[src/rsta_pkg.sv]
// ----------------------------------------------------------------------------
// rsta_pkg
// Shared types, constants and the training byte map of the rank spacing
// timing adjust block.
// ----------------------------------------------------------------------------
package rsta_pkg;

    // Store sizes
    localparam int FREQ_POINTS = 4;
    localparam int TRAIN_WORDS = 33;
    localparam int ADDR_W      = $clog2(TRAIN_WORDS);
    localparam int FP_IDX_W    = (FREQ_POINTS > 1) ? $clog2(FREQ_POINTS) : 1;

    // Configuration port
    localparam int CFG_IDX_W  = 1;
    localparam int CFG_DATA_W = 2;
    localparam logic [CFG_IDX_W-1:0] CFG_LPDDR4  = 1'b0;
    localparam logic [CFG_IDX_W-1:0] CFG_VARIANT = 1'b1;

    // SoC variant codes
    localparam logic [1:0] VAR_GAP_POINT0 = 2'd0;
    localparam logic [1:0] VAR_NO_PLUS    = 2'd1;
    localparam logic [1:0] VAR_DEFAULT    = 2'd2;

    // Command codes
    localparam logic [1:0] CMD_LOAD   = 2'd0;
    localparam logic [1:0] CMD_CLOSE  = 2'd1;
    localparam logic [1:0] CMD_ADJUST = 2'd2;

    // Register masks and saturation limits
    localparam logic [31:0] TURN_LP_MASK   = 32'hffffc0c0;
    localparam logic [31:0] TURN_DDR4_MASK = 32'hffffc0ff;
    localparam logic [31:0] W2R_DDR4_MASK  = 32'hffffffc0;
    localparam logic [31:0] GAP_MASK       = 32'hfffff00f;
    localparam logic [5:0]  TURN_SAT       = 6'h3f;
    localparam logic [3:0]  GAP_SAT        = 4'hf;

    // Delay groups
    typedef enum logic [2:0] {
        GRP_RR,
        GRP_RW,
        GRP_WR,
        GRP_WW,
        GRP_NONE
    } grp_t;

    // Controller states
    typedef enum logic [1:0] {
        ST_IDLE,
        ST_WALK,
        ST_DRAIN,
        ST_STORE
    } st_t;

    // Controller to datapath commands
    typedef struct packed {
        logic mem_we;
        logic close_start;
        logic walk;
        logic store;
        logic out_load;
    } rsta_cmd_t;

    // Datapath to controller status
    typedef struct packed {
        logic last_addr;
    } rsta_stat_t;

    // Group of the low (hi = 0) or high (hi = 1) delay byte of a training word
    function automatic grp_t byte_group(input logic lp, input logic [5:0] w, input logic hi);
        logic [6:0] k;
        grp_t       g;
        k = {w, hi};
        g = GRP_NONE;
        if (lp) begin
            case (w)
                6'd1:       g = hi ? GRP_RR : GRP_NONE;
                6'd2, 6'd3: g = GRP_RW;
                6'd4, 6'd5: g = GRP_WR;
                6'd6:       g = hi ? GRP_NONE : GRP_WW;
                6'd26:      g = hi ? GRP_RR : GRP_NONE;
                6'd27:      g = hi ? GRP_RW : GRP_RR;
                6'd28:      g = GRP_RW;
                6'd29:      g = hi ? GRP_WR : GRP_RW;
                6'd30:      g = GRP_WR;
                6'd31:      g = hi ? GRP_WW : GRP_WR;
                6'd32:      g = hi ? GRP_NONE : GRP_WW;
                default:    g = GRP_NONE;
            endcase
        end else begin
            if (k >= 7'd1 && k <= 7'd12) begin
                g = GRP_RR;
            end else if (k >= 7'd13 && k <= 7'd24) begin
                g = GRP_WW;
            end else if (k >= 7'd25 && k <= 7'd40) begin
                g = GRP_RW;
            end else if (k >= 7'd41 && k <= 7'd56) begin
                g = GRP_WR;
            end
        end
        return g;
    endfunction

endpackage

[src/rsta_ctrl.sv]
// ----------------------------------------------------------------------------
// rsta_ctrl
// Sequencer: takes input beats, runs the word walk of a close command and
// owns the result beat's valid flag.
// ----------------------------------------------------------------------------
module rsta_ctrl (
    input  logic                  aclk,
    input  logic                  aresetn,
    input  logic                  s_valid,
    output logic                  s_ready,
    input  logic [1:0]            s_cmd,
    output logic                  m_valid,
    input  logic                  m_ready,
    input  rsta_pkg::rsta_stat_t  stat,
    output rsta_pkg::rsta_cmd_t   cmd
);

    rsta_pkg::st_t state_reg, state_next;
    logic          m_valid_reg, m_valid_next;
    logic          out_free;
    logic          accept;

    // State and result flag registers
    always_ff @(posedge aclk) begin
        if (!aresetn) begin
            state_reg   <= rsta_pkg::ST_IDLE;
            m_valid_reg <= 1'b0;
        end else begin
            state_reg   <= state_next;
            m_valid_reg <= m_valid_next;
        end
    end

    // Next state and commands
    always_comb begin
        state_next = state_reg;
        cmd        = '0;
        out_free   = !m_valid_reg || m_ready;
        s_ready    = 1'b0;
        accept     = 1'b0;
        case (state_reg)
            rsta_pkg::ST_IDLE: begin
                s_ready = (s_cmd != rsta_pkg::CMD_ADJUST) || out_free;
                accept  = s_valid && s_ready;
                if (accept) begin
                    case (s_cmd)
                        rsta_pkg::CMD_LOAD:   cmd.mem_we = 1'b1;
                        rsta_pkg::CMD_CLOSE: begin
                            cmd.close_start = 1'b1;
                            state_next      = rsta_pkg::ST_WALK;
                        end
                        rsta_pkg::CMD_ADJUST: cmd.out_load = 1'b1;
                        default: ;
                    endcase
                end
            end
            rsta_pkg::ST_WALK: begin
                cmd.walk = 1'b1;
                if (stat.last_addr) begin
                    state_next = rsta_pkg::ST_DRAIN;
                end
            end
            rsta_pkg::ST_DRAIN: begin
                state_next = rsta_pkg::ST_STORE;
            end
            rsta_pkg::ST_STORE: begin
                cmd.store  = 1'b1;
                state_next = rsta_pkg::ST_IDLE;
            end
            default: begin
                state_next = rsta_pkg::ST_IDLE;
            end
        endcase
    end

    // Hold the result beat until taken
    always_comb begin
        if (cmd.out_load) begin
            m_valid_next = 1'b1;
        end else if (m_ready) begin
            m_valid_next = 1'b0;
        end else begin
            m_valid_next = m_valid_reg;
        end
    end

    assign m_valid = m_valid_reg;

    // Assertions
    a_close_walks: assert property (@(posedge aclk) disable iff (!aresetn)
        (s_valid && s_ready && s_cmd == rsta_pkg::CMD_CLOSE) |=> state_reg == rsta_pkg::ST_WALK)
        else $error("close beat did not start the word walk");

    a_store_once: assert property (@(posedge aclk) disable iff (!aresetn)
        state_reg == rsta_pkg::ST_STORE |=> state_reg == rsta_pkg::ST_IDLE)
        else $error("maxima store lasted more than one cycle");

    a_no_overwrite: assert property (@(posedge aclk) disable iff (!aresetn)
        cmd.out_load |-> (!m_valid_reg || m_ready))
        else $error("result beat overwritten before it was taken");

    a_busy_not_ready: assert property (@(posedge aclk) disable iff (!aresetn)
        (state_reg != rsta_pkg::ST_IDLE) |-> !s_ready && !cmd.out_load && !cmd.mem_we)
        else $error("input taken during the word walk");

endmodule

[src/rsta_dpath.sv]
// ----------------------------------------------------------------------------
// rsta_dpath
// Datapath: configuration registers, training word store, group maxima
// accumulation and the timing field adjust with its result registers.
// ----------------------------------------------------------------------------
module rsta_dpath (
    input  logic                                aclk,
    input  logic                                aresetn,
    input  logic                                cfg_wr_en,
    input  logic [rsta_pkg::CFG_IDX_W-1:0]      cfg_index,
    input  logic [rsta_pkg::CFG_DATA_W-1:0]     cfg_wdata,
    input  logic [1:0]                          s_freq_point,
    input  logic [5:0]                          s_word_index,
    input  logic [15:0]                         s_word_data,
    input  logic [31:0]                         s_turnaround_in,
    input  logic [31:0]                         s_ddr4_w2r_in,
    input  logic [31:0]                         s_rank_gap_in,
    output logic [31:0]                         m_turnaround_out,
    output logic [31:0]                         m_ddr4_w2r_out,
    output logic [31:0]                         m_rank_gap_out,
    input  rsta_pkg::rsta_cmd_t                 cmd,
    output rsta_pkg::rsta_stat_t                stat
);

    // Widen a turnaround field by half the maximum, saturating
    function automatic logic [5:0] widen_turn(input logic [5:0] f, input logic [6:0] mx,
                                              input logic plus);
        logic [6:0] t;
        t = {1'b0, f} + {1'b0, mx[6:1]} + {6'd0, plus};
        return (t > {1'b0, rsta_pkg::TURN_SAT}) ? rsta_pkg::TURN_SAT : t[5:0];
    endfunction

    // Widen a rank gap field by half the maximum, saturating
    function automatic logic [3:0] widen_gap(input logic [3:0] f, input logic [6:0] mx,
                                             input logic plus);
        logic [6:0] t;
        t = {3'd0, f} + {1'b0, mx[6:1]} + {6'd0, plus};
        return (t > {3'd0, rsta_pkg::GAP_SAT}) ? rsta_pkg::GAP_SAT : t[3:0];
    endfunction

    logic                           lp_reg;
    logic [1:0]                     var_reg;
    logic [15:0]                    words_mem [rsta_pkg::TRAIN_WORDS];
    logic [15:0]                    rd_data_reg;
    logic [rsta_pkg::ADDR_W-1:0]    cnt_reg;
    logic [rsta_pkg::ADDR_W-1:0]    rd_word_reg;
    logic                           rd_vld_reg;
    logic [1:0]                     fp_reg;
    logic [6:0]                     run_reg  [4];
    logic [6:0]                     run_next [4];
    logic [6:0]                     gm_reg   [rsta_pkg::FREQ_POINTS][4];
    logic [6:0]                     mx       [4];
    logic [31:0]                    turn_reg, d4w_reg, gap_reg;
    logic [31:0]                    turn_next, d4w_next, gap_next;
    logic [3:0]                     fp_ext, fpr_ext;
    logic                           fp_ok, fpr_ok;
    logic                           wr_ok;
    logic                           plus;
    logic [5:0]                     rd_word6;
    rsta_pkg::grp_t                 g_lo, g_hi;
    logic [5:0]                     w2r, r2w;
    logic [3:0]                     wrg, rdg;

    // Configuration registers
    always_ff @(posedge aclk) begin
        if (!aresetn) begin
            lp_reg  <= 1'b0;
            var_reg <= rsta_pkg::VAR_DEFAULT;
        end else if (cfg_wr_en) begin
            case (cfg_index)
                rsta_pkg::CFG_LPDDR4:  lp_reg  <= cfg_wdata[0];
                rsta_pkg::CFG_VARIANT: var_reg <= cfg_wdata[1:0];
                default: ;
            endcase
        end
    end

    // Training word store: one write port, one registered read port
    assign wr_ok = {1'b0, s_word_index} < 7'(rsta_pkg::TRAIN_WORDS);

    always_ff @(posedge aclk) begin
        if (cmd.mem_we && wr_ok) begin
            words_mem[s_word_index[rsta_pkg::ADDR_W-1:0]] <= s_word_data;
        end
        rd_data_reg <= words_mem[cnt_reg];
    end

    // Walk address counter and read tracking
    always_ff @(posedge aclk) begin
        if (!aresetn) begin
            cnt_reg    <= '0;
            rd_vld_reg <= 1'b0;
        end else begin
            if (cmd.close_start) begin
                cnt_reg <= '0;
            end else if (cmd.walk) begin
                cnt_reg <= cnt_reg + 1'b1;
            end
            rd_vld_reg <= cmd.walk;
        end
    end

    always_ff @(posedge aclk) begin
        rd_word_reg <= cnt_reg;
        if (cmd.close_start) begin
            fp_reg <= s_freq_point;
        end
    end

    assign stat.last_addr = (cnt_reg == rsta_pkg::ADDR_W'(rsta_pkg::TRAIN_WORDS - 1));

    // Fold both delay bytes of the read word into the running maxima
    assign rd_word6 = 6'(rd_word_reg);
    assign g_lo     = rsta_pkg::byte_group(lp_reg, rd_word6, 1'b0);
    assign g_hi     = rsta_pkg::byte_group(lp_reg, rd_word6, 1'b1);

    always_comb begin
        for (int g = 0; g < 4; g++) begin
            run_next[g] = run_reg[g];
            if (rd_vld_reg) begin
                if (g_lo == rsta_pkg::grp_t'(g) && !rd_data_reg[7]
                    && rd_data_reg[6:0] > run_next[g]) begin
                    run_next[g] = rd_data_reg[6:0];
                end
                if (g_hi == rsta_pkg::grp_t'(g) && !rd_data_reg[15]
                    && rd_data_reg[14:8] > run_next[g]) begin
                    run_next[g] = rd_data_reg[14:8];
                end
            end
        end
    end

    always_ff @(posedge aclk) begin
        for (int g = 0; g < 4; g++) begin
            if (cmd.close_start) begin
                run_reg[g] <= '0;
            end else begin
                run_reg[g] <= run_next[g];
            end
        end
    end

    // Group maxima per frequency point
    assign fpr_ext = {2'b0, fp_reg};
    assign fpr_ok  = fpr_ext < 4'(rsta_pkg::FREQ_POINTS);

    always_ff @(posedge aclk) begin
        if (!aresetn) begin
            for (int p = 0; p < rsta_pkg::FREQ_POINTS; p++) begin
                for (int g = 0; g < 4; g++) begin
                    gm_reg[p][g] <= '0;
                end
            end
        end else if (cmd.store && fpr_ok) begin
            for (int g = 0; g < 4; g++) begin
                gm_reg[fpr_ext[rsta_pkg::FP_IDX_W-1:0]][g] <= run_reg[g];
            end
        end
    end

    // Adjust the timing fields of the requested point
    assign fp_ext = {2'b0, s_freq_point};
    assign fp_ok  = fp_ext < 4'(rsta_pkg::FREQ_POINTS);
    assign plus   = (var_reg != rsta_pkg::VAR_NO_PLUS);

    always_comb begin
        for (int g = 0; g < 4; g++) begin
            mx[g] = fp_ok ? gm_reg[fp_ext[rsta_pkg::FP_IDX_W-1:0]][g] : 7'd0;
        end
    end

    always_comb begin
        turn_next = s_turnaround_in;
        d4w_next  = s_ddr4_w2r_in;
        gap_next  = s_rank_gap_in;
        r2w       = widen_turn(s_turnaround_in[13:8], mx[2'(rsta_pkg::GRP_RW)], plus);
        wrg       = widen_gap(s_rank_gap_in[11:8], mx[2'(rsta_pkg::GRP_WW)], plus);
        rdg       = widen_gap(s_rank_gap_in[7:4], mx[2'(rsta_pkg::GRP_RR)], plus);
        if (lp_reg) begin
            w2r       = widen_turn(s_turnaround_in[5:0], mx[2'(rsta_pkg::GRP_WR)], plus);
            turn_next = (s_turnaround_in & rsta_pkg::TURN_LP_MASK)
                      | {18'd0, r2w, 2'd0, w2r};
        end else begin
            w2r       = widen_turn(s_ddr4_w2r_in[5:0], mx[2'(rsta_pkg::GRP_WR)], plus);
            d4w_next  = (s_ddr4_w2r_in & rsta_pkg::W2R_DDR4_MASK) | {26'd0, w2r};
            turn_next = (s_turnaround_in & rsta_pkg::TURN_DDR4_MASK) | {18'd0, r2w, 8'd0};
        end
        if (var_reg != rsta_pkg::VAR_GAP_POINT0 || s_freq_point == 2'd0) begin
            gap_next = (s_rank_gap_in & rsta_pkg::GAP_MASK) | {20'd0, wrg, rdg, 4'd0};
        end
    end

    // Result registers
    always_ff @(posedge aclk) begin
        if (cmd.out_load) begin
            turn_reg <= turn_next;
            d4w_reg  <= d4w_next;
            gap_reg  <= gap_next;
        end
    end

    assign m_turnaround_out = turn_reg;
    assign m_ddr4_w2r_out   = d4w_reg;
    assign m_rank_gap_out   = gap_reg;

endmodule

[src/rank_spacing_timing_adjust.sv]
// ----------------------------------------------------------------------------
// rank_spacing_timing_adjust
// Widens rank-to-rank turnaround timings from stored PHY training delays.
// ----------------------------------------------------------------------------
// A load beat stores one training word; an adjust beat puts the adjusted
// registers into an output register, where they wait, and further loads
// and closes are taken while they wait. A close beat walks the whole
// training word store through its single read port, one word a cycle, and
// keeps the block busy through its walk, drain and store states after it
// is accepted, before the next beat is taken. Configuration writes must be
// made only while the block is idle; the block itself does not enforce it.
// ----------------------------------------------------------------------------
module rank_spacing_timing_adjust (
    input  logic                            aclk,
    input  logic                            aresetn,
    input  logic                            cfg_wr_en,
    input  logic [rsta_pkg::CFG_IDX_W-1:0]  cfg_index,
    input  logic [rsta_pkg::CFG_DATA_W-1:0] cfg_wdata,
    input  logic                            s_valid,
    output logic                            s_ready,
    input  logic [1:0]                      s_cmd,
    input  logic [1:0]                      s_freq_point,
    input  logic [5:0]                      s_word_index,
    input  logic [15:0]                     s_word_data,
    input  logic [31:0]                     s_turnaround_in,
    input  logic [31:0]                     s_ddr4_w2r_in,
    input  logic [31:0]                     s_rank_gap_in,
    output logic                            m_valid,
    input  logic                            m_ready,
    output logic [31:0]                     m_turnaround_out,
    output logic [31:0]                     m_ddr4_w2r_out,
    output logic [31:0]                     m_rank_gap_out
);

    rsta_pkg::rsta_cmd_t  cmd;
    rsta_pkg::rsta_stat_t stat;

    // Sequencer
    rsta_ctrl u_ctrl (
        .aclk    (aclk),
        .aresetn (aresetn),
        .s_valid (s_valid),
        .s_ready (s_ready),
        .s_cmd   (s_cmd),
        .m_valid (m_valid),
        .m_ready (m_ready),
        .stat    (stat),
        .cmd     (cmd)
    );

    // Datapath
    rsta_dpath u_dpath (
        .aclk             (aclk),
        .aresetn          (aresetn),
        .cfg_wr_en        (cfg_wr_en),
        .cfg_index        (cfg_index),
        .cfg_wdata        (cfg_wdata),
        .s_freq_point     (s_freq_point),
        .s_word_index     (s_word_index),
        .s_word_data      (s_word_data),
        .s_turnaround_in  (s_turnaround_in),
        .s_ddr4_w2r_in    (s_ddr4_w2r_in),
        .s_rank_gap_in    (s_rank_gap_in),
        .m_turnaround_out (m_turnaround_out),
        .m_ddr4_w2r_out   (m_ddr4_w2r_out),
        .m_rank_gap_out   (m_rank_gap_out),
        .cmd              (cmd),
        .stat             (stat)
    );

endmodule

[config.mk]
export PLATFORM = sky130hd
export DESIGN_NAME = rank_spacing_timing_adjust
export DESIGN_NICKNAME = d
export VERILOG_FILES = /design/src/rsta_pkg.sv /design/src/rsta_ctrl.sv /design/src/rsta_dpath.sv /design/src/rank_spacing_timing_adjust.sv
export SDC_FILE = /design/constraint.sdc
export NUM_CORES = 1
export LEC_CHECK = 0
export ABC_AREA = 1
export BUFFER_PORTS_ARGS = -buffer_cell sky130_fd_sc_hd__buf_2
export CAP_MARGIN = 0
export CORE_MARGIN = 2
export CORE_UTILIZATION = 55
export DETAILED_ROUTE_END_ITERATION = 8
export HOLD_SLACK_MARGIN = 0.02
export PLACE_DENSITY_LB_ADDON = 0.3
export SYNTH_ARGS = -nofsm -noshare
export SYNTH_HDL_FRONTEND = slang
export SYNTH_HIERARCHICAL = 1
export SYNTH_SLANG_ARGS = --single-unit
[constraint.sdc]
create_clock -name aclk -period 3.2 [get_ports aclk]
set_clock_uncertainty 0.2 [all_clocks]
set_input_delay 0.32 -clock aclk [delete_from_list [all_inputs] [get_ports aclk]]
set_output_delay 0.32 -clock aclk [all_outputs]
set_load 0.05 [all_outputs]
Yosys cells after proc, flatten, opt, wreduce, memory -nomap -nowiden:

Memories as Yosys holds them, arrays and structs flattened. A register that Yosys moved wholly into a read port is not among the register bits.
Index checks and enable logic that the tools add are counted.

* memories kept: 5
* register bits: 117
* bits in read-only memories: 384
* word-level logic and storage cells: 201
* output and inout port bits: 98
* memory bits (writable): 668
* bits of input ports: 130

* muxes and demuxes: 70
* reduce and logical (&&, ||, !) cells: 45
* add/sub/neg operators: 11
* order comparisons: 32
* equal/unequal tests: 17
* bitwise gates (word level): 10

Memory list
* u_dpath.words_mem: depth 33, bits a word 16, rd ports 1, clocked after Yosys merged registers in 1, wr ports 1, line rsta_dpath.sv:43 `logic [15:0] words_mem [rsta_pkg::TRAIN_WORDS];`
* (no name shown): depth 64, bits a word 3, rd ports 1, clocked after Yosys merged registers in 1, wr ports 0, line rsta_pkg.sv:76 `case (w)`
* (no name shown): depth 64, bits a word 3, rd ports 1, clocked after Yosys merged registers in 1, wr ports 0, line rsta_pkg.sv:76
* u_dpath.gm_reg: depth 4, bits a word 28, rd ports 1, clocked after Yosys merged registers in 0, wr ports 4, line rsta_dpath.sv:51 `logic [6:0] gm_reg [rsta_pkg::FREQ_POINTS][4];`
* u_dpath.run_reg: depth 4, bits a word 7, rd ports 4, clocked after Yosys merged registers in 0, wr ports 4, line rsta_dpath.sv:49 `logic [6:0] run_reg [4];`

Operator list (number)
* $mux 7: 24
* $mux 32: 3
* $or 32x14->32: 2
* $gt 7x7->1: 8
* $add 7x1->7: 5
* $or 32x12->32: 1
* $or 32x6->32: 1
* $mux 3: 10
* $le 7x6->1 const B: 4
* $mux 28: 1
* $reduce_or 28->1: 1
* $logic_and 1x1->1: 27
* $add 6x6->7: 3
* $gt 7x6->1 const B: 3
* $mux 1: 20
* $mux 6: 3
* $add 4x6->7: 2
* $ge 7x1->1 const B: 2
* $ge 7x4->1 const B: 2
* $ge 7x5->1 const B: 2
* $ge 7x6->1 const B: 2
* $gt 7x4->1 const B: 2
* $le 7x4->1 const B: 2
* $le 7x5->1 const B: 2
* 23 further kinds: 53

Logic depth before layout (Yosys ltp):

Gate-level depths: netlist of the first run.

* depth after elaboration: 17
* gate-level depth with buffers: 24
* mapped depth without buffers: 23

Modules after synthesis:

Netlist of the first run, hierarchy kept.

Modules (own cells, without submodules)
* rsta_dpath: sequential area each 23002.1 um^2, cells each 2825, instances 1, area an instance 33179.3 um^2
* rsta_ctrl: sequential area each 60.1 um^2, cells each 37, instances 1, area an instance 255.2 um^2

Least setup slack after synthesis of the first run:

No wires, ideal clock.

* kind: flip-flop to flip-flop
* from: register u_dpath.rd_data_reg[2], read port of u_dpath.words_mem
* to: memory u_dpath.run_reg[1][1]
* clock period less this slack: 3214 ps
* required time: 2868 ps
* setup time: 132 ps
* slack: -14 ps
* cell stages (with the launch flop): 19
* data arrival time: 2882 ps
* path buffers: 1
* cell sequence: dfxtp_1 ha_1 nand2_1 inv_1 a31oi_1 nand2_1 nor2_1 nand3_2 clkbuf_1 o21ai_0 ha_1 a21oi_1 nor2_1 a211oi_1 nand2_4 nand2_4 nand2_1 nand3_1 a21oi_1

RTL lines
* from (decl): line rsta_dpath.sv:44 `logic [15:0] rd_data_reg;`
* to (decl): line rsta_dpath.sv:49

==> flow_summary.ini, run 1 <==
[floorplan]
dieArea_um2 = 62800
start_util = 0.555
die_y_um = 251
pin_count = 228
die_x_um = 251
core_um2 = 60200
num_rows = 90

[yosys]
async_flop_share = 0
yosysSeqAreaShare = 0.690
synth_cell_type_count = 51
yosys_most_used_dff = edfxtp_1
yosysTopAreaCell = edfxtp_1
yosysTopAreaCellShare = 0.648
synth_warnings = 6
syn-instance-count = 2862
synth_edf_count = 722
syn-num-nets = 3084
yosys-top-cells-area = edfxtp_1 65%, nor2_1 7.7%, o21ai_0 5.3%, dfxtp_1 4.1%, ha_1 3.1%
netlist_area_um2 = 33400
yosys_register_bits = 791
avgSynthCellArea_um2 = 11.7

[cts]
tritoncts = yes
cts_buffers = 81
clk_pin_slew_ns = 0.07
cts-root-buf = clkbuf_16
clkLatencyLatePin_ns = 0.64
clockBufferDepth = 3
htreeDepth = 3
cts_sinks = 791

[detailed_routing]
routed_wl_um = 93900
drcViolationCount = 0
drt_iter0_drc = 2729
vias = 24986
routedWlPerCell_um = 22.2
final_antenna_net_count = 0
drt_first_pass_iters = 5
vias_per_cell = 5.92

[place]
port_buffers = 227
gp_congestion = 0.904
dp.cells = 3921
dp_slack_ns = -0.256
dp_hpwl_um = 57200

[outcome]
status = complete, but fails checks
violations = negative setup slack

[final_layout]
postLayoutCoreUtil = 0.697
fin_nets = 3596
largest_register_ffs = 528
multi_input_area_um2 = 10400
fillCellCount = 4043
ff_latch_area_um2 = 23100
syn_to_final_growth_pct = 25.6
fin_cells = 4223
drive_above_1_share = 0.234

[global_route]
grt_util_all_layers = 0.291
use_met2 = 0.477
use_met3 = 0.0529
grt_pass1_wl_um = 139000
antenna_found_initial = 2
grt_max_degree = 97
grt_use_met1 = 0.387
first_global_vias = 23940
grt.overflow.total = 0
top_usage_layer = met2

[power]
finalPower_mw = 31.1
p_leak_nw = 15.4
power.density_nw_per_um2 = 741
vdd_drop_max_mv = 0.566

[sta]
worst_slew_pin_slew_ns = 0.881
hold_viol_final = 0
fmax_ghz = 0.304
max-slew-margin-rel = 0.412
min_period_over_period = 1.03
drv_slew = 0
setup_viol = 21
period_needed_ns = 3.29
rsz0062_at_grt = true
setup_ws_ns = -0.0896

[worst_setup_path]
worst_setup_path_end_kind = register
start_kind = register
crit_required_ns = 3.50
rr_worst_depth = 20
r2r_end = u_dpath/run_reg[1][6]
rrSetupSlack_ns = -0.09
worstPathArrival_ns = 3.59
worst-setup-path-type = reg -> reg
regToRegStartpoint = u_dpath/rd_data_reg[3]
cp_max_fo = 8

[min_path]
holdPathEnd = u_dpath/words_mem[7][10]
hp-class = in -> reg
hold_start = s_word_data[10]
min_path_cells = 1

[flow_run]
drv_cap = 0
==> area by class of cell <==
class,count,share of cell area
sequential,791,0.550
multi-input combinational,1802,0.248
timing repair buffer,554,0.0994
clock buffer,99,0.0521
tap,782,0.0233
clock inverter,49,0.0138
inverter,142,0.0130
timing repair inverter,2,0.000298
antenna,2,0.000119
==> per-stage QoR <==
step	setup TNS [ns]	hold WS [ns]	area, um^2
after global placement	-1.98	0.198	36600
after floorplan	0	0.149	33400
after CTS	0	0.0201	40800
after detailed placement	-4.95	0.198	36600
final	-1.24	0.0487	42000
after global routing	-5.55	0.0537	42000
==> cell usage in the layout, fill, tap and decap left out, types with 12 or more instances in the layout <==
cell type | Yosys | routed
clkbuf_16 | 0 | 85
o21a_1 | 19 | 19
dlygate4sd3_1 | 0 | 112
ha_1 | 82 | 54
nand2_1 | 231 | 190
dfxtp_1 | 69 | 56
o21ai_0 | 354 | 317
ha_4 | 0 | 28
clkbuf_1 | 123 | 12
a21oi_1 | 101 | 85
buf_4 | 1 | 182
nand4_1 | 18 | 18
nand2_2 | 8 | 42
a21oi_2 | 1 | 17
a41oi_1 | 17 | 17
nor2_2 | 9 | 17
nand3_2 | 10 | 18
o21ai_2 | 3 | 21
buf_6 | 1 | 13
buf_12 | 0 | 18
a221oi_1 | 12 | 12
o22ai_1 | 32 | 27
nand3_1 | 90 | 79
edfxtp_1 | 722 | 722
clkinv_2 | 0 | 14
o21ai_1 | 3 | 14
o2111ai_1 | 44 | 44
nor2_1 | 686 | 665
nor2_4 | 3 | 16
buf_2 | 3 | 225
inv_1 | 135 | 130
==> report_power, final <==
part	leakage (nW)	switching (mW)	internal, mW
Clock	1.34	4.03	5.65
Combinational	6.84	5.81	3.47
Sequential	7.19	0.422	11.7
==> metal layers <==
metal | vias to the layer above | wire length [um]
met5 | - | 0
met4 | 0 | 3340
met3 | 204 | 8990
met2 | 1395 | 44900
met1 | 12124 | 36700
li1 | 11263 | -
==> worst max-delay path: stages (launching register included) <==
cell      delay, ns
dfxtp_4        0.36
buf_6          0.14
ha_4           0.26
nand2_4        0.05
nor2_4         0.14
nand2_1        0.08
nand2_1        0.08
nand2_2        0.07
nor2_4         0.22
nand3_4        0.16
nand2_2        0.11
o21ai_2        0.07
ha_1           0.31
nand2_2        0.08
nor2_2         0.04
a211oi_2       0.27
nand2_4        0.15
nand2_8        0.14
nand2_1        0.08
nand3_2        0.07
a21oi_1        0.07
==> Yosys cell counts, types with 17 or more instances <==
cell	instances
edfxtp_1	722
clkbuf_1	123
nand4_1	18
dfxtp_1	69
ha_1	82
o22ai_1	32
a41oi_1	17
nand2_1	231
o21a_1	19
nand3_1	90
nor2_1	686
a21oi_1	101
o21ai_0	354
o2111ai_1	44
inv_1	135
==> how the worst max path moves through the flow <==
stage | from | to | slack, ns | cells past startpoint
after global routing | u_dpath/rd_data_reg[1] | u_dpath/run_reg[3][2] | -0.26 | 19
after floorplan | u_dpath/rd_data_reg[2] | u_dpath/run_reg[3][6] | 0.02 | 18
after detailed placement | u_dpath/run_reg[2][6] | u_dpath/run_reg[2][1] | -0.26 | 19
final | u_dpath/rd_data_reg[3] | u_dpath/run_reg[1][6] | -0.09 | 20
after CTS | u_dpath/rd_data_reg[4] | u_dpath/run_reg[0][2] | 0.0003 | 20
after global placement | u_dpath/run_reg[2][6] | u_dpath/run_reg[2][1] | -0.17 | 19
==> timing repair <==
action | CTS | global route
pin swaps | 27 | 86
resized for setup | 74 | 200
hold buffers | 112 | 0
setup buffers | 7 | 26
setup endpoints to repair | 28 | 53
hold endpoints to repair | 156 | 0
cloned | 4 | 3
==> logic make-up after synthesis <==
logic type,count (synthesis),synth area share
adders and majority gates,92,0.0367
and+or+nand+nor,1079,0.133
xor gates and xnor gates,10,0.00262
AOI/OAI and AO/OA,615,0.106
muxes,2,0.000674
buffers and inverters,273,0.0311
DFF,791,0.690
Note: power is estimated with default switching activity, not from simulation.
==> run 2, diff against run 1 <==
SYNTH_HIERARCHICAL = default   (was 1)
==> run 2 against run 1 <==
The flow still finishes with violations (negative setup slack). Sequential cell count unchanged. Total power decreased by 11%. Routed wire length shrank 2.3%. Non-clock buffer count decreased by 26. Clock power decreased by 7.0%. Setup slack better by 0.048 ns. Sequential share of layout area up 1.2 points. First-iteration DRC count decreased by 0.62%. Clock-buffer cell count rose by 4. Largest cell class unchanged. Highest routed layer unchanged.
==> flow_summary.ini, run 2 <==
[detailed_routing]
drt_first_pass_iters = 6
drt_iter0_drc = 2712
routed_wl_um = 91800
final_antenna_net_count = 0
vias_per_cell = 5.93
routedWlPerCell_um = 22.6
vias = 24080
drcViolationCount = 0

[final_layout]
syn_to_final_growth_pct = 23.3
final_common_cell = edfxtp_1
drive_above_1_share = 0.209
fin_nets = 3437
layout_common_cells = 722 x edfxtp_1, 428 x nor2_1, 322 x o21ai_0
largest_register_ffs = 528
fillCellCount = 4100

[global_route]
first_global_vias = 23523
grt_max_degree = 94
antenna_found_initial = 1
grt_util_all_layers = 0.286
grt_pass1_wl_um = 137000
grt.overflow.total = 0

[yosys]
syn-num-nets = 2955
yosysTopAreaCellShare = 0.650
ys_top_cells_by_count = 722 x edfxtp_1, 445 x nor2_1, 354 x o21ai_0, 228 x nand2_1, 141 x o21a_1
yosysTopAreaCell = edfxtp_1
netlist_area_um2 = 33300
synth_warnings = 0
yosys_register_bits = 791
synth.most_common_cell = edfxtp_1
synth_edf_count = 722
synth_cell_type_count = 48
yosysSeqAreaShare = 0.692
syn-instance-count = 2733
avgSynthCellArea_um2 = 12.2
yosys-top-cells-area = edfxtp_1 65%, o21ai_0 5.3%, nor2_1 5.0%, dfxtp_1 4.1%, o21a_1 3.2%
yosys_most_used_dff = edfxtp_1
async_flop_share = 0

[cts]
clkLatencyLatePin_ns = 0.63
cts_sinks = 791
clk_pin_slew_ns = 0.06
clockBufferDepth = 3
tritoncts = yes
htreeDepth = 3
cts_buffers = 80
cts-root-buf = clkbuf_16

[min_path]
hold_start = s_word_data[8]
hp-class = in -> reg

[worst_setup_path]
cp_max_fo = 8
worstPathBufferInverterCount = 2
worst_path_largest_cell_delay_ns = 0.32
critPathTopFamily = simple AND/OR/NAND/NOR gates
path_cells = buf_4, ha_4, nand2_1, o21ai_1, nand2_1, nand2_1, nand3_2, nor2_4, nand3_4, buf_8, o21ai_4, ha_4, nand2_2, nor2_2, nand2_1, nor2_2, nor2_4, nand2_4, nand2_1, nand3_1, a21oi_1
cp_common_cell = nand2_1
worstPathArrival_ns = 3.60
cp_slowest_cell = dfxtp_1
worst_setup_path_end_kind = register
start_kind = register
startpoint = u_dpath.rd_data_reg[1]
worst-setup-path-type = reg -> reg
regToRegStartpoint = u_dpath.rd_data_reg[1]
crit_required_ns = 3.55

[flow_run]
drv_cap = 0

[place]
gp_congestion = 0.913
dp_hpwl_um = 57800
port_buffers = 227

[floorplan]
dieArea_um2 = 62600
start_util = 0.554
die_x_um = 250
pin_count = 228
num_rows = 90
die_y_um = 250
core_um2 = 60100

[outcome]
violations = negative setup slack
status = complete, but fails checks

[power]
finalPower_mw = 27.6
vdd_drop_max_mv = 0.604
p_leak_nw = 14.7
power.density_nw_per_um2 = 671

[sta]
min_period_over_period = 1.01
period_needed_ns = 3.24
setup_viol = 2
drv_slew = 0
setup_ws_ns = -0.0420
hold_viol_final = 0
worst_slew_pin_slew_ns = 0.852
finalSetupTns_ns = -0.0758
max-slew-margin-rel = 0.431
rsz0062_at_grt = true
fmax_ghz = 0.308
==> run 2: cell types whose count changed in the layout (fill, tap and decap cells not counted), moves of 13 or more <==
cell,previous run,this run
nor2_1,665,428
o21a_1,19,141
buf_4,182,159
nand2_2,42,25
ha_1,54,69
ha_4,28,13
nand2_1,190,205
a21oi_1,85,98
==> run 2: area by class of cell <==
cell class	instances	area, um^2	area share
flip-flops and latches	791	23100	0.562
multi-input cells	1674	9950	0.242
repair buffers	528	4000	0.0973
clock buffers	103	2120	0.0515
well taps	782	978	0.0238
inverters	139	534	0.0130
clock inverters	45	425	0.0104
repair inverters	1	7.51	0.000183
diodes	1	2.50	0.0000609
==> run 2: worst paths after layout <==
kind	endpoint	slack, ns	cells after the start
setup / recovery	u_dpath.run_reg[3][2]	-0.04	21
hold reg to reg	u_dpath.rd_word6[3]	0.25	0
setup reg to reg	u_dpath.run_reg[3][2]	-0.04	21
hold / removal	u_dpath.words_mem[21][8]	0.05	1
==> run 2: routing by layer <==
metal | share of wire | global-route usage
met1 | 0.39 | 0.378
met3 | 0.088 | 0.0466
met2 | 0.49 | 0.482
met5 | 0 | 0
met4 | 0.035 | 0.106
==> run 2: report_power, final <==
group	internal [mW]	switching (mW)	total, mW
combinational	2.37	4.17	6.54
sequential	11.7	0.334	12.0
clock	5.07	3.93	9.00
total	19.1	8.44	27.6
==> run 2: repair_timing <==
action,4_1_cts,5_1_grt
gates cloned,1,3
setup endpoints to repair,28,53
pin swaps,6,36
hold endpoints to repair,217,0
hold buffers,116,0
setup buffers,2,13
gates resized for setup,33,142
==> run 2: kinds of logic (layout without fill, tap and decap cells) <==
logic type                 after synthesis  in the layout  synth area share
muxes                                    2              2          0.000675
buffers and inverters                  270            816            0.0306
adders and majority gates               92             92            0.0368
xor gates and xnor gates                10             10           0.00263
DFF                                    791            791             0.692
other                                    0              1                 0
AOI/OAI and AO/OA                      741            741             0.134
and+or+nand+nor                        827            829             0.104
==> run 2: stage by stage <==
stage	cells	utilization	setup WS, ns	hold WS, ns	area, um^2
after floorplan	2733	-	-0.163	0.153	33300
after global placement	3780	0.607	-0.199	0.238	36500
after detailed placement	3780	0.607	-0.268	0.238	36500
after CTS	4047	0.671	0.00873	0.0209	40300
after global routing	4063	0.683	-0.216	0.0498	41100
final	4064	0.683	-0.0420	0.0471	41100
